[config.mk]
export PLATFORM = sky130hd
export DESIGN_NAME = mandelbrot_lane_iterator_top
export DESIGN_NICKNAME = d
export VERILOG_FILES = /design/src/hdl/mli_pkg.sv /design/src/hdl/mli_step_unit.sv /design/src/hdl/mandelbrot_lane_iterator_top.sv
export SDC_FILE = /design/constraint.sdc
export NUM_CORES = 2
export LEC_CHECK = 0
export ABC_AREA = 0
export BUFFER_PORTS_ARGS = -buffer_cell sky130_fd_sc_hd__clkbuf_2
export CORE_ASPECT_RATIO = 0.5
export CORE_MARGIN = 2
export CORE_UTILIZATION = 58
export CTS_CLUSTER_DIAMETER = 30
export DETAILED_ROUTE_END_ITERATION = 10
export PLACE_DENSITY = 0.86
export SYNTH_ARGS = -nofsm -noshare
export SYNTH_HDL_FRONTEND = slang
export SYNTH_SLANG_ARGS = --single-unit
[constraint.sdc]
create_clock -name i_clk -period 9.8 [get_ports i_clk]
set_input_delay 0.98 -clock i_clk [delete_from_list [all_inputs] [get_ports i_clk]]
set_output_delay 0.98 -clock i_clk [all_outputs]
set_load 0.02 [all_outputs]
[src/hdl/mli_pkg.sv]
// Shared types, constants and codes for the Mandelbrot lane iterator.
package mli_pkg;

    localparam int MAX_LANES     = 4;
    localparam int DEF_LANES     = 4;
    localparam int DEF_FRAC_BITS = 28;

    localparam int C_W       = 32;
    localparam int CNT_W     = 16;
    localparam int NORM_W    = 32;
    localparam int PROD_W    = 2 * C_W;
    localparam int ITER_W    = 16;
    localparam int CFG_W     = 32;
    localparam int CFG_IDX_W = 2;

    localparam logic [CFG_IDX_W-1:0] CFG_MAX_ITER = 2'd0;
    localparam logic [CFG_IDX_W-1:0] CFG_NORM_THR = 2'd1;
    localparam logic [CFG_IDX_W-1:0] CFG_ESC_LIM  = 2'd2;

    localparam logic [ITER_W-1:0] RST_MAX_ITER = 16'd256;
    localparam logic [NORM_W-1:0] RST_NORM_THR = 32'd600239927;
    localparam logic [NORM_W-1:0] RST_ESC_LIM  = 32'd1073741824;
    localparam logic [NORM_W-1:0] NORM_SAT     = 32'hFFFF_FFFF;

    typedef enum logic [9:0] {
        S_IDLE = 10'b00_0000_0001,
        S_SEL  = 10'b00_0000_0010,
        S_AA   = 10'b00_0000_0100,
        S_BB   = 10'b00_0000_1000,
        S_AB   = 10'b00_0001_0000,
        S_RI   = 10'b00_0010_0000,
        S_RR   = 10'b00_0100_0000,
        S_II   = 10'b00_1000_0000,
        S_UPD  = 10'b01_0000_0000,
        S_DONE = 10'b10_0000_0000
    } t_state;

    typedef struct packed {
        logic signed [C_W-1:0] a;
        logic signed [C_W-1:0] b;
        logic signed [C_W-1:0] cr;
        logic signed [C_W-1:0] ci;
    } t_step_opd;

    typedef struct packed {
        logic signed [C_W-1:0] re;
        logic signed [C_W-1:0] im;
        logic                  inrange;
        logic [NORM_W-1:0]     norm;
    } t_step_res;

endpackage

[src/hdl/mli_step_unit.sv]
// One complex step z*z + c and its squared magnitude on a shared 32x32 multiplier.
module mli_step_unit import mli_pkg::*; #(
    parameter int FRAC_BITS = DEF_FRAC_BITS
) (
    input  logic      i_clk,
    input  t_state    i_state,
    input  t_step_opd i_opd,
    output t_step_res o_res
);

    logic signed [C_W-1:0]    w_mul_a;
    logic signed [C_W-1:0]    w_mul_b;
    logic signed [PROD_W-1:0] w_prod;
    logic signed [PROD_W-1:0] w_re_wide;
    logic signed [PROD_W-1:0] w_im_wide;
    logic                     w_fits;
    logic [PROD_W-1:0]        w_sq;
    logic [PROD_W-1:0]        w_sq_sh;
    logic [NORM_W-1:0]        w_norm;

    logic signed [PROD_W-1:0] r_prod;
    logic signed [PROD_W-1:0] r_acc;
    logic signed [C_W-1:0]    r_re;
    logic signed [C_W-1:0]    r_im;
    logic                     r_inrange;

    // operand select per phase; the a*b product is the default
    always_comb begin
        unique case (i_state)
            S_AA: begin
                w_mul_a = i_opd.a;
                w_mul_b = i_opd.a;
            end
            S_BB: begin
                w_mul_a = i_opd.b;
                w_mul_b = i_opd.b;
            end
            S_RR: begin
                w_mul_a = r_re;
                w_mul_b = r_re;
            end
            S_II: begin
                w_mul_a = r_im;
                w_mul_b = r_im;
            end
            default: begin
                w_mul_a = i_opd.a;
                w_mul_b = i_opd.b;
            end
        endcase
    end

    assign w_prod = w_mul_a * w_mul_b;

    // arithmetic shift gives the floor of the scaled products
    assign w_re_wide = (r_acc >>> FRAC_BITS) + PROD_W'(i_opd.cr);
    assign w_im_wide = (r_prod >>> (FRAC_BITS - 1)) + PROD_W'(i_opd.ci);
    assign w_fits    = (w_re_wide[PROD_W-1:C_W-1] == {(C_W+1){w_re_wide[C_W-1]}})
                    && (w_im_wide[PROD_W-1:C_W-1] == {(C_W+1){w_im_wide[C_W-1]}});

    // both squares are non-negative, so the sum stays inside 64 unsigned bits
    assign w_sq    = PROD_W'(r_acc) + PROD_W'(r_prod);
    assign w_sq_sh = w_sq >> FRAC_BITS;
    assign w_norm  = (!r_inrange || (|w_sq_sh[PROD_W-1:NORM_W])) ? NORM_SAT
                                                                 : w_sq_sh[NORM_W-1:0];

    always_ff @(posedge i_clk) begin
        r_prod <= w_prod;
        unique case (i_state)
            S_BB: r_acc <= r_prod;
            S_AB: r_acc <= r_acc - r_prod;
            S_II: r_acc <= r_prod;
            S_RI: begin
                r_re      <= w_re_wide[C_W-1:0];
                r_im      <= w_im_wide[C_W-1:0];
                r_inrange <= w_fits;
            end
            default: r_acc <= r_acc;
        endcase
    end

    assign o_res.re      = r_re;
    assign o_res.im      = r_im;
    assign o_res.inrange = r_inrange;
    assign o_res.norm    = w_norm;

endmodule

[src/hdl/mandelbrot_lane_iterator_top.sv]
// One item at a time: a new item is taken only while the sequencer is idle, after the
// last result has been moved to the output register. Each lane step runs five products
// through the one shared 32x32 multiplier; a lane's steps are skipped once it has escaped.
// Reset (synchronous, active low): sequencer idle, result empty, registers to defaults.
// The next item may be taken while a finished result still waits to be taken.
module mandelbrot_lane_iterator_top import mli_pkg::*; #(
    parameter int LANES     = DEF_LANES,
    parameter int FRAC_BITS = DEF_FRAC_BITS
) (
    input  logic                  i_clk,
    input  logic                  i_rst_n,
    input  logic                  i_cfg_we,
    input  logic [CFG_IDX_W-1:0]  i_cfg_idx,
    input  logic [CFG_W-1:0]      i_cfg_wdata,
    input  logic                  i_in_valid,
    output logic                  o_in_ready,
    input  logic signed [C_W-1:0] i_c_real_0,
    input  logic signed [C_W-1:0] i_c_real_1,
    input  logic signed [C_W-1:0] i_c_real_2,
    input  logic signed [C_W-1:0] i_c_real_3,
    input  logic signed [C_W-1:0] i_c_imag,
    output logic                  o_out_valid,
    input  logic                  i_out_ready,
    output logic [CNT_W-1:0]      o_count_0,
    output logic [CNT_W-1:0]      o_count_1,
    output logic [CNT_W-1:0]      o_count_2,
    output logic [CNT_W-1:0]      o_count_3,
    output logic [NORM_W-1:0]     o_norm_0,
    output logic [NORM_W-1:0]     o_norm_1,
    output logic [NORM_W-1:0]     o_norm_2,
    output logic [NORM_W-1:0]     o_norm_3
);

    localparam int LW = (LANES > 1) ? $clog2(LANES) : 1;

    t_state r_state, n_state;

    logic [ITER_W-1:0] r_max_iter;
    logic [NORM_W-1:0] r_norm_thr;
    logic [NORM_W-1:0] r_esc_lim;

    logic [LW-1:0]         r_lane;
    logic [ITER_W-1:0]     r_iter;
    logic signed [C_W-1:0] r_za [LANES];
    logic signed [C_W-1:0] r_zb [LANES];
    logic signed [C_W-1:0] r_cr [LANES];
    logic signed [C_W-1:0] r_ci;
    logic [CNT_W-1:0]      r_cnt  [LANES];
    logic [NORM_W-1:0]     r_norm [LANES];
    logic [LANES-1:0]      r_esc;

    logic              r_out_valid;
    logic [CNT_W-1:0]  r_out_cnt  [LANES];
    logic [NORM_W-1:0] r_out_norm [LANES];

    logic signed [C_W-1:0] w_cr_in  [MAX_LANES];
    logic [CNT_W-1:0]      w_cnt_o  [MAX_LANES];
    logic [NORM_W-1:0]     w_norm_o [MAX_LANES];

    logic      w_in_acc;
    logic      w_iter_end;
    logic      w_adv;
    logic      w_last_lane;
    logic      w_load_out;
    logic      w_escape;
    t_step_opd w_opd;
    t_step_res w_res;

    assign w_cr_in[0] = i_c_real_0;
    assign w_cr_in[1] = i_c_real_1;
    assign w_cr_in[2] = i_c_real_2;
    assign w_cr_in[3] = i_c_real_3;

    assign o_in_ready  = (r_state == S_IDLE);
    assign w_in_acc    = i_in_valid && o_in_ready;
    assign w_iter_end  = (r_iter == r_max_iter);
    assign w_last_lane = (r_lane == LW'(LANES - 1));
    assign w_adv       = ((r_state == S_SEL) && !w_iter_end && r_esc[r_lane])
                      || (r_state == S_UPD);
    assign w_load_out  = (r_state == S_DONE) && (!r_out_valid || i_out_ready);
    assign w_escape    = !w_res.inrange || (w_res.norm > r_esc_lim);

    assign w_opd.a  = r_za[r_lane];
    assign w_opd.b  = r_zb[r_lane];
    assign w_opd.cr = r_cr[r_lane];
    assign w_opd.ci = r_ci;

    mli_step_unit #(
        .FRAC_BITS(FRAC_BITS)
    ) u_step (
        .i_clk  (i_clk),
        .i_state(r_state),
        .i_opd  (w_opd),
        .o_res  (w_res)
    );

    always_comb begin
        unique case (r_state)
            S_IDLE:  n_state = i_in_valid ? S_SEL : S_IDLE;
            S_SEL: begin
                if (w_iter_end) begin
                    n_state = S_DONE;
                end else if (r_esc[r_lane]) begin
                    n_state = S_SEL;
                end else begin
                    n_state = S_AA;
                end
            end
            S_AA:    n_state = S_BB;
            S_BB:    n_state = S_AB;
            S_AB:    n_state = S_RI;
            S_RI:    n_state = S_RR;
            S_RR:    n_state = S_II;
            S_II:    n_state = S_UPD;
            S_UPD:   n_state = S_SEL;
            S_DONE:  n_state = w_load_out ? S_IDLE : S_DONE;
            default: n_state = S_IDLE;
        endcase
    end

    always_ff @(posedge i_clk) begin
        if (!i_rst_n) begin
            r_state    <= S_IDLE;
            r_max_iter <= RST_MAX_ITER;
            r_norm_thr <= RST_NORM_THR;
            r_esc_lim  <= RST_ESC_LIM;
        end else begin
            r_state <= n_state;
            if (i_cfg_we) begin
                unique case (i_cfg_idx)
                    CFG_MAX_ITER: r_max_iter <= i_cfg_wdata[ITER_W-1:0];
                    CFG_NORM_THR: r_norm_thr <= i_cfg_wdata[NORM_W-1:0];
                    CFG_ESC_LIM:  r_esc_lim  <= i_cfg_wdata[NORM_W-1:0];
                    default:      r_max_iter <= r_max_iter;
                endcase
            end
        end
    end

    // sequencer position: lane in the inner loop, iteration in the outer
    always_ff @(posedge i_clk) begin
        if (w_in_acc) begin
            r_lane <= '0;
            r_iter <= '0;
            r_ci   <= i_c_imag;
        end else if (w_adv) begin
            if (w_last_lane) begin
                r_lane <= '0;
                r_iter <= r_iter + 1'b1;
            end else begin
                r_lane <= r_lane + 1'b1;
            end
        end
    end

    always_ff @(posedge i_clk) begin
        if (!i_rst_n) begin
            r_esc <= '0;
        end else if (w_in_acc) begin
            r_esc <= '0;
        end else if ((r_state == S_UPD) && w_escape) begin
            r_esc[r_lane] <= 1'b1;
        end
    end

    generate
        for (genvar gl = 0; gl < LANES; gl++) begin : g_lane
            always_ff @(posedge i_clk) begin
                if (w_in_acc) begin
                    r_za[gl]   <= '0;
                    r_zb[gl]   <= '0;
                    r_cr[gl]   <= w_cr_in[gl];
                    r_cnt[gl]  <= '0;
                    r_norm[gl] <= '0;
                end else if ((r_state == S_UPD) && (r_lane == LW'(gl))) begin
                    // count is tested before escape, so the escaping step can count
                    if (w_res.norm <= r_norm_thr) begin
                        r_cnt[gl] <= r_cnt[gl] + 1'b1;
                    end
                    if (w_escape) begin
                        r_norm[gl] <= NORM_SAT;
                    end else begin
                        r_norm[gl] <= w_res.norm;
                        r_za[gl]   <= w_res.re;
                        r_zb[gl]   <= w_res.im;
                    end
                end
            end

            always_ff @(posedge i_clk) begin
                if (w_load_out) begin
                    r_out_cnt[gl]  <= r_cnt[gl];
                    r_out_norm[gl] <= r_norm[gl];
                end
            end
        end

        for (genvar go = 0; go < MAX_LANES; go++) begin : g_out
            if (go < LANES) begin : g_used
                assign w_cnt_o[go]  = r_out_cnt[go];
                assign w_norm_o[go] = r_out_norm[go];
            end else begin : g_unused
                assign w_cnt_o[go]  = '0;
                assign w_norm_o[go] = '0;
            end
        end
    endgenerate

    // hold the result until taken
    always_ff @(posedge i_clk) begin
        if (!i_rst_n) begin
            r_out_valid <= 1'b0;
        end else if (w_load_out) begin
            r_out_valid <= 1'b1;
        end else if (i_out_ready) begin
            r_out_valid <= 1'b0;
        end
    end

    assign o_out_valid = r_out_valid;
    assign o_count_0   = w_cnt_o[0];
    assign o_count_1   = w_cnt_o[1];
    assign o_count_2   = w_cnt_o[2];
    assign o_count_3   = w_cnt_o[3];
    assign o_norm_0    = w_norm_o[0];
    assign o_norm_1    = w_norm_o[1];
    assign o_norm_2    = w_norm_o[2];
    assign o_norm_3    = w_norm_o[3];

endmodule

# Word level (Yosys, flattened, before mapping)
# Memories as Yosys holds them, arrays and structs flattened. A register that Yosys moved wholly into a read port is not among the register bits.
# Cells that the tools add are included.
# op_classes
shift	0
n_bitwise	22
muxes	85
multipliers	1
addsub	10
n_eq_ne	18
n_reduce_logical	29
n_div	0
order_cmp	4
# ops
cell	count
$mux 32	17
$pmux 32 s3	2
$pmux 64 s2	1
$pmux 10 s10	1
$add 16x1->16 const B	5
$add 64x64->64	1
$eq 32x32->1	2
$mul 32x32->64	1
$mux 16	4
$sub 64x64->64	1
$mux 1	47
$add 37x32->38	1
$add 36x32->37	1
$gt 32x32->1	1
$le 32x32->1	1
$mux 10	2
$or 1x1->1	20
$eq 16x16->1	1
$mux 2	8
$logic_and 1x1->1	11
$eq 10x1->1 const B	1
$eq 10x10->1 const B	1
$eq 10x2->1 const B	1
$eq 10x3->1 const B	1
23 further kinds	37
# totals
rom_bits	0
latch_bits	0
n_memories	7
regBits	338
ramBits	768
word_cells	190
# memory_table
memory	words	width	rd	rd_clocked_by_memory_dff	wr	line	source
r_cr	4	32	1	1	4	mandelbrot_lane_iterator_top.sv:46	logic signed [C_W-1:0] r_cr [LANES];
r_norm	4	32	4	0	4	mandelbrot_lane_iterator_top.sv:49	logic [NORM_W-1:0] r_norm [LANES];
r_out_norm	4	32	4	0	4	mandelbrot_lane_iterator_top.sv:54	logic [NORM_W-1:0] r_out_norm [LANES];
r_za	4	32	1	1	4	mandelbrot_lane_iterator_top.sv:44	logic signed [C_W-1:0] r_za [LANES];
r_zb	4	32	1	1	4	mandelbrot_lane_iterator_top.sv:45	logic signed [C_W-1:0] r_zb [LANES];
r_cnt	4	16	4	0	4	mandelbrot_lane_iterator_top.sv:48	logic [CNT_W-1:0] r_cnt [LANES];
+1 memories	n/a	n/a	n/a	n/a	n/a	n/a	

# Longest topological paths before layout
# logic_depth
ltp_word	12
mapped_depth	41
mapped_depth_nobuf	37

# Cells and area by module
# A second synthesis with hierarchy kept.
# unflattened
cells_unflattened	8416
area_unflattened_um2	88646.3
# modules_own_cells
mod	cells_per_inst	area_per_inst_um2	n_inst
mli_step_unit	5951	52042.4	1
mandelbrot_lane_iterator_top	2465	36603.9	1

# Worst setup path before layout
# Ideal clock, no wire load.
# synth_timing
path_type	input-to-reg
startpoint	input port i_out_ready
endpoint	memory r_out_cnt[0][0] (enable)
path_stages	2
arrival_ns	9.573
path_slack_ns	-0.544
path_cell_list	nand2b_1 nor2b_1
# synth_rtl
item	line	source
start, declared	mandelbrot_lane_iterator_top.sv:23	input logic i_out_ready,
end, declared	mandelbrot_lane_iterator_top.sv:53	logic [CNT_W-1:0] r_out_cnt [LANES];

# Worst setup path in the final report
# layout_timing
startpoint	register r_state[8]
endpoint	register u_step.r_prod[62]
# layout_via
elab_chain_len	3
word_cells_on_any_way	7
# layout_lines
item	line	source
start, declared	mandelbrot_lane_iterator_top.sv:36	t_state r_state, n_state;
start signal, assigned	mandelbrot_lane_iterator_top.sv:128	r_state <= n_state;
$eq 10x8->1 (tied with other cells)	mli_step_unit.sv:29	unique case (i_state)
$pmux 32 s3	mli_step_unit.sv:29	
$mul 32x32->64 *	mli_step_unit.sv:53	assign w_prod = w_mul_a * w_mul_b;
net u_step.w_prod[62]	mli_step_unit.sv:13	logic signed [PROD_W-1:0] w_prod;
end signal, assigned	mli_step_unit.sv:68	r_prod <= w_prod;
end, declared	mli_step_unit.sv:21	logic signed [PROD_W-1:0] r_prod;
# The timed path passes the listed nets; every way through them passes the cells marked *.
# A chain may end at the register's enable or synchronous reset.

==> flow_metrics.env <==
export IMPL_hold_slack_ns=0.323
export IMPL_post_drt_via_cell_ratio=6.16
export IMPL_vias=68400
export IMPL_required_ns=10.47
export IMPL_grt_pass1_vias=68900
export IMPL_die_w_um=558
export IMPL_cts_made_buffers=143
export IMPL_ff2ff_setup_slack_ns=0.19
export IMPL_initial_core_util_pct=58.6
export IMPL_grt_max_degree=173
export IMPL_clock_skew_ns=0.137
export IMPL_insertion_delay_ns=0.83
export IMPL_gp_congestion=1.04
export IMPL_crit_type="flip-flop to flip-flop"
export IMPL_core_area_um2=152000
export IMPL_path_clk_slew_ns=0.06
export IMPL_setup_viol=0
export IMPL_holdBufCountCts=0
export IMPL_drive_above_1_share_pct=14.6
export IMPL_antenna_found_initial=21
export IMPL_final_antenna_net_count=0
export IMPL_numPortBuffers=392
export IMPL_dieArea_um2=157000
export IMPL_path_common_cell="fa_1"
export IMPL_synthCells=8409
export IMPL_post_route_drc_count=0
export IMPL_grt_usage_pct=36.3
export IMPL_drt_iter0_drc=9476
export IMPL_io_pins=393
export IMPL_rows=101
export IMPL_cts_tree="done"
export IMPL_netlist_area_um2=89100
export IMPL_dr_pass1_iters=8
export IMPL_crit_slowest_cell="fa_1"
export IMPL_synth_seq_cells=1108
export IMPL_finalMaxSlewViolations=0
export IMPL_cap_violations=0
export IMPL_nNetsFinal=10700
export IMPL_critPathCaptureType="flip-flop"
export IMPL_fillers=10700
export IMPL_grt_overflow_total=0
export IMPL_synth_nets=10100
export IMPL_min_period_over_period_pct=98.0
export IMPL_cts_sinks=1108
export IMPL_ys_warn_count=0
export IMPL_hpwl_um=217000
export IMPL_run_status="complete, no violations"
export IMPL_cpPeakStageDelay_ns=0.64
export IMPL_wl_um=287000
export IMPL_slew_headroom_pct=21.3
export IMPL_syn2layout_area_growth_pct=13.9
export IMPL_layout_min_cycle_time_ns=9.61
export IMPL_seq_area_frac_synth_pct=35.3
export IMPL_cts_htree_levels=4
export IMPL_ys_async_sr_fraction_pct=0
export IMPL_fmax_mhz=104
export IMPL_synth_edff_count=929
export IMPL_hp_class="input port to flip-flop"
export IMPL_ys_types=88
export IMPL_crit_arrival_ns=10.27
export IMPL_root_buffer="clkbuf_16"
export IMPL_hold_viol_final=0
export IMPL_die_h_um=281
export IMPL_crit_path_start_kind="flip-flop"
export IMPL_tightestPinTransition_ns=1.18
export IMPL_grt_pass1_wl_um=423000
export IMPL_holdPathStages=1
export IMPL_clk_path_buf_depth=4
export IMPL_worstPathMaxFanout=17
export IMPL_syn_avg_cell_area_um2=10.6
export IMPL_ys_flop_type="edfxtp_1"
export IMPL_routedWlPerCell_um=25.8
export IMPL_ff2ff_path_depth=35
==> worst max-delay path, delay by kind of cell (launching register included) <==
kind / cells / cell delay, ns
buffers and inverters: 5 / 0.82
and+or+nand+nor: 8 / 1.09
DFF: 1 / 0.34
xor gates and xnor gates: 1 / 0.17
adders and majority gates: 9 / 4.55
AOI/OAI and AO/OA: 12 / 2.54
==> final cells by class <==
cell class	count	area, um2	area share, %
diodes	15	37.5	0.0370
multi-input cells	5732	52600	51.8
clock inverters	88	950	0.935
inverters	1185	4450	4.39
well taps	2060	2580	2.54
repair buffers	770	5710	5.63
clock buffers	156	3670	3.61
flip-flops and latches	1108	31500	31.0
==> sequential cells by signal, indices dropped and copies added (netlist names), 64 cells and up, named ones only <==
| name | cells |
|---|---|
| r_cnt | 64 |
| r_cr | 128 |
| r_norm | 128 |
| r_out_cnt | 64 |
| r_out_norm | 128 |
| r_za | 128 |
| r_zb | 128 |
| u_step.r_acc | 64 |
| u_step.r_prod | 64 |
==> per-stage QoR <==
| stage | cell area, um2 | worst slack, ns | utilization (%) | setup TNS, ns | std cells |
|---|---|---|---|---|---|
| floorplan | 89200 | -0.395 | - | -100.17 | 8409 |
| detailed placement | 95600 | -0.416 | 62.8 | -1.79 | 10800 |
| finish | 102000 | 0.192 | 66.7 | 0 | 11100 |
| CTS | 100000 | 0.00922 | 65.9 | 0 | 11000 |
| global placement | 95600 | -0.277 | 62.8 | -0.577 | 10800 |
| global route | 102000 | -0.113 | 66.7 | -0.552 | 11100 |
==> worst paths after layout <==
check	startpoint	endpoint
setup / recovery	r_state[8]	u_step.r_prod[62]
setup reg to reg	r_state[8]	u_step.r_prod[62]
hold reg to reg	r_norm[2][21]	r_out_norm[2][21]
hold / removal	i_c_real_0[2]	r_cr[0][2]
==> logic make-up after synthesis <==
family	share of synthesized area, %
compound gates	8.15
xor+xnor	3.00
fa+ha+maj	30.8
buf+inv	6.65
flops	35.3
mux	2.55
simple gates	13.6
==> cells in the final DEF (no fill, tap or decap), types with 97 or more instances in the layout <==
cell type,count
a21oi_1,284
fa_1,1066
dfxtp_1,174
buf_4,299
xor2_1,102
nand3_1,102
clkbuf_16,151
and2_1,288
xnor2_1,201
clkbuf_2,392
nand2_1,905
mux4_2,97
a21o_1,115
inv_1,1178
edfxtp_1,929
o21ai_0,206
ha_1,451
nor2_1,943
==> Yosys cell counts, types with 21 or more instances <==
master	number	share of area [%]
clkbuf_1	338	1.4
a31oi_1	42	0.29
mux4_2	97	2.5
and4_1	25	0.25
o21bai_1	56	0.47
o211ai_1	32	0.27
a21oi_1	300	1.7
o31ai_1	21	0.18
fa_1	1085	24
a21o_1	117	0.99
or3_1	23	0.16
nor3_1	52	0.29
a221o_1	33	0.37
xnor2_1	203	2.0
xor2_1	102	1.0
nand2_1	912	3.8
a221oi_1	32	0.31
nor2_1	955	4.0
dfxtp_1	179	4.0
ha_1	456	6.4
o21ai_0	220	1.2
nor2b_1	41	0.29
nand2b_1	68	0.48
edfxtp_1	929	31
inv_1	1181	5.0
o21a_1	25	0.21
and3_1	49	0.34
and2_1	288	2.0
buf_2	30	0.17
nand4_1	54	0.38
nand3_1	111	0.62
or2_2	24	0.17
a21boi_0	67	0.56
==> timing repair <==
item | in CTS | in global routing
endpoints found under the setup margin | 17 | 25
gates cloned | 0 | 7
gates resized for setup | 26 | 137
pin swaps | 1 | 37
buffers inserted | 1 | 50
==> per-layer routing <==
metal | global-route usage (%) | vias up | wire length [um]
met5 | 0.0617 | - | 49
met4 | 13.9 | 10 | 12600
met3 | 14.8 | 879 | 48700
met2 | 52.3 | 5069 | 121000
met1 | 49.3 | 33700 | 104000
li1 | - | 28700 | -
Power is left out: the tool's default activity adds up to more than one toggle a clock period on the data nets, which glitch-free logic cannot reach.
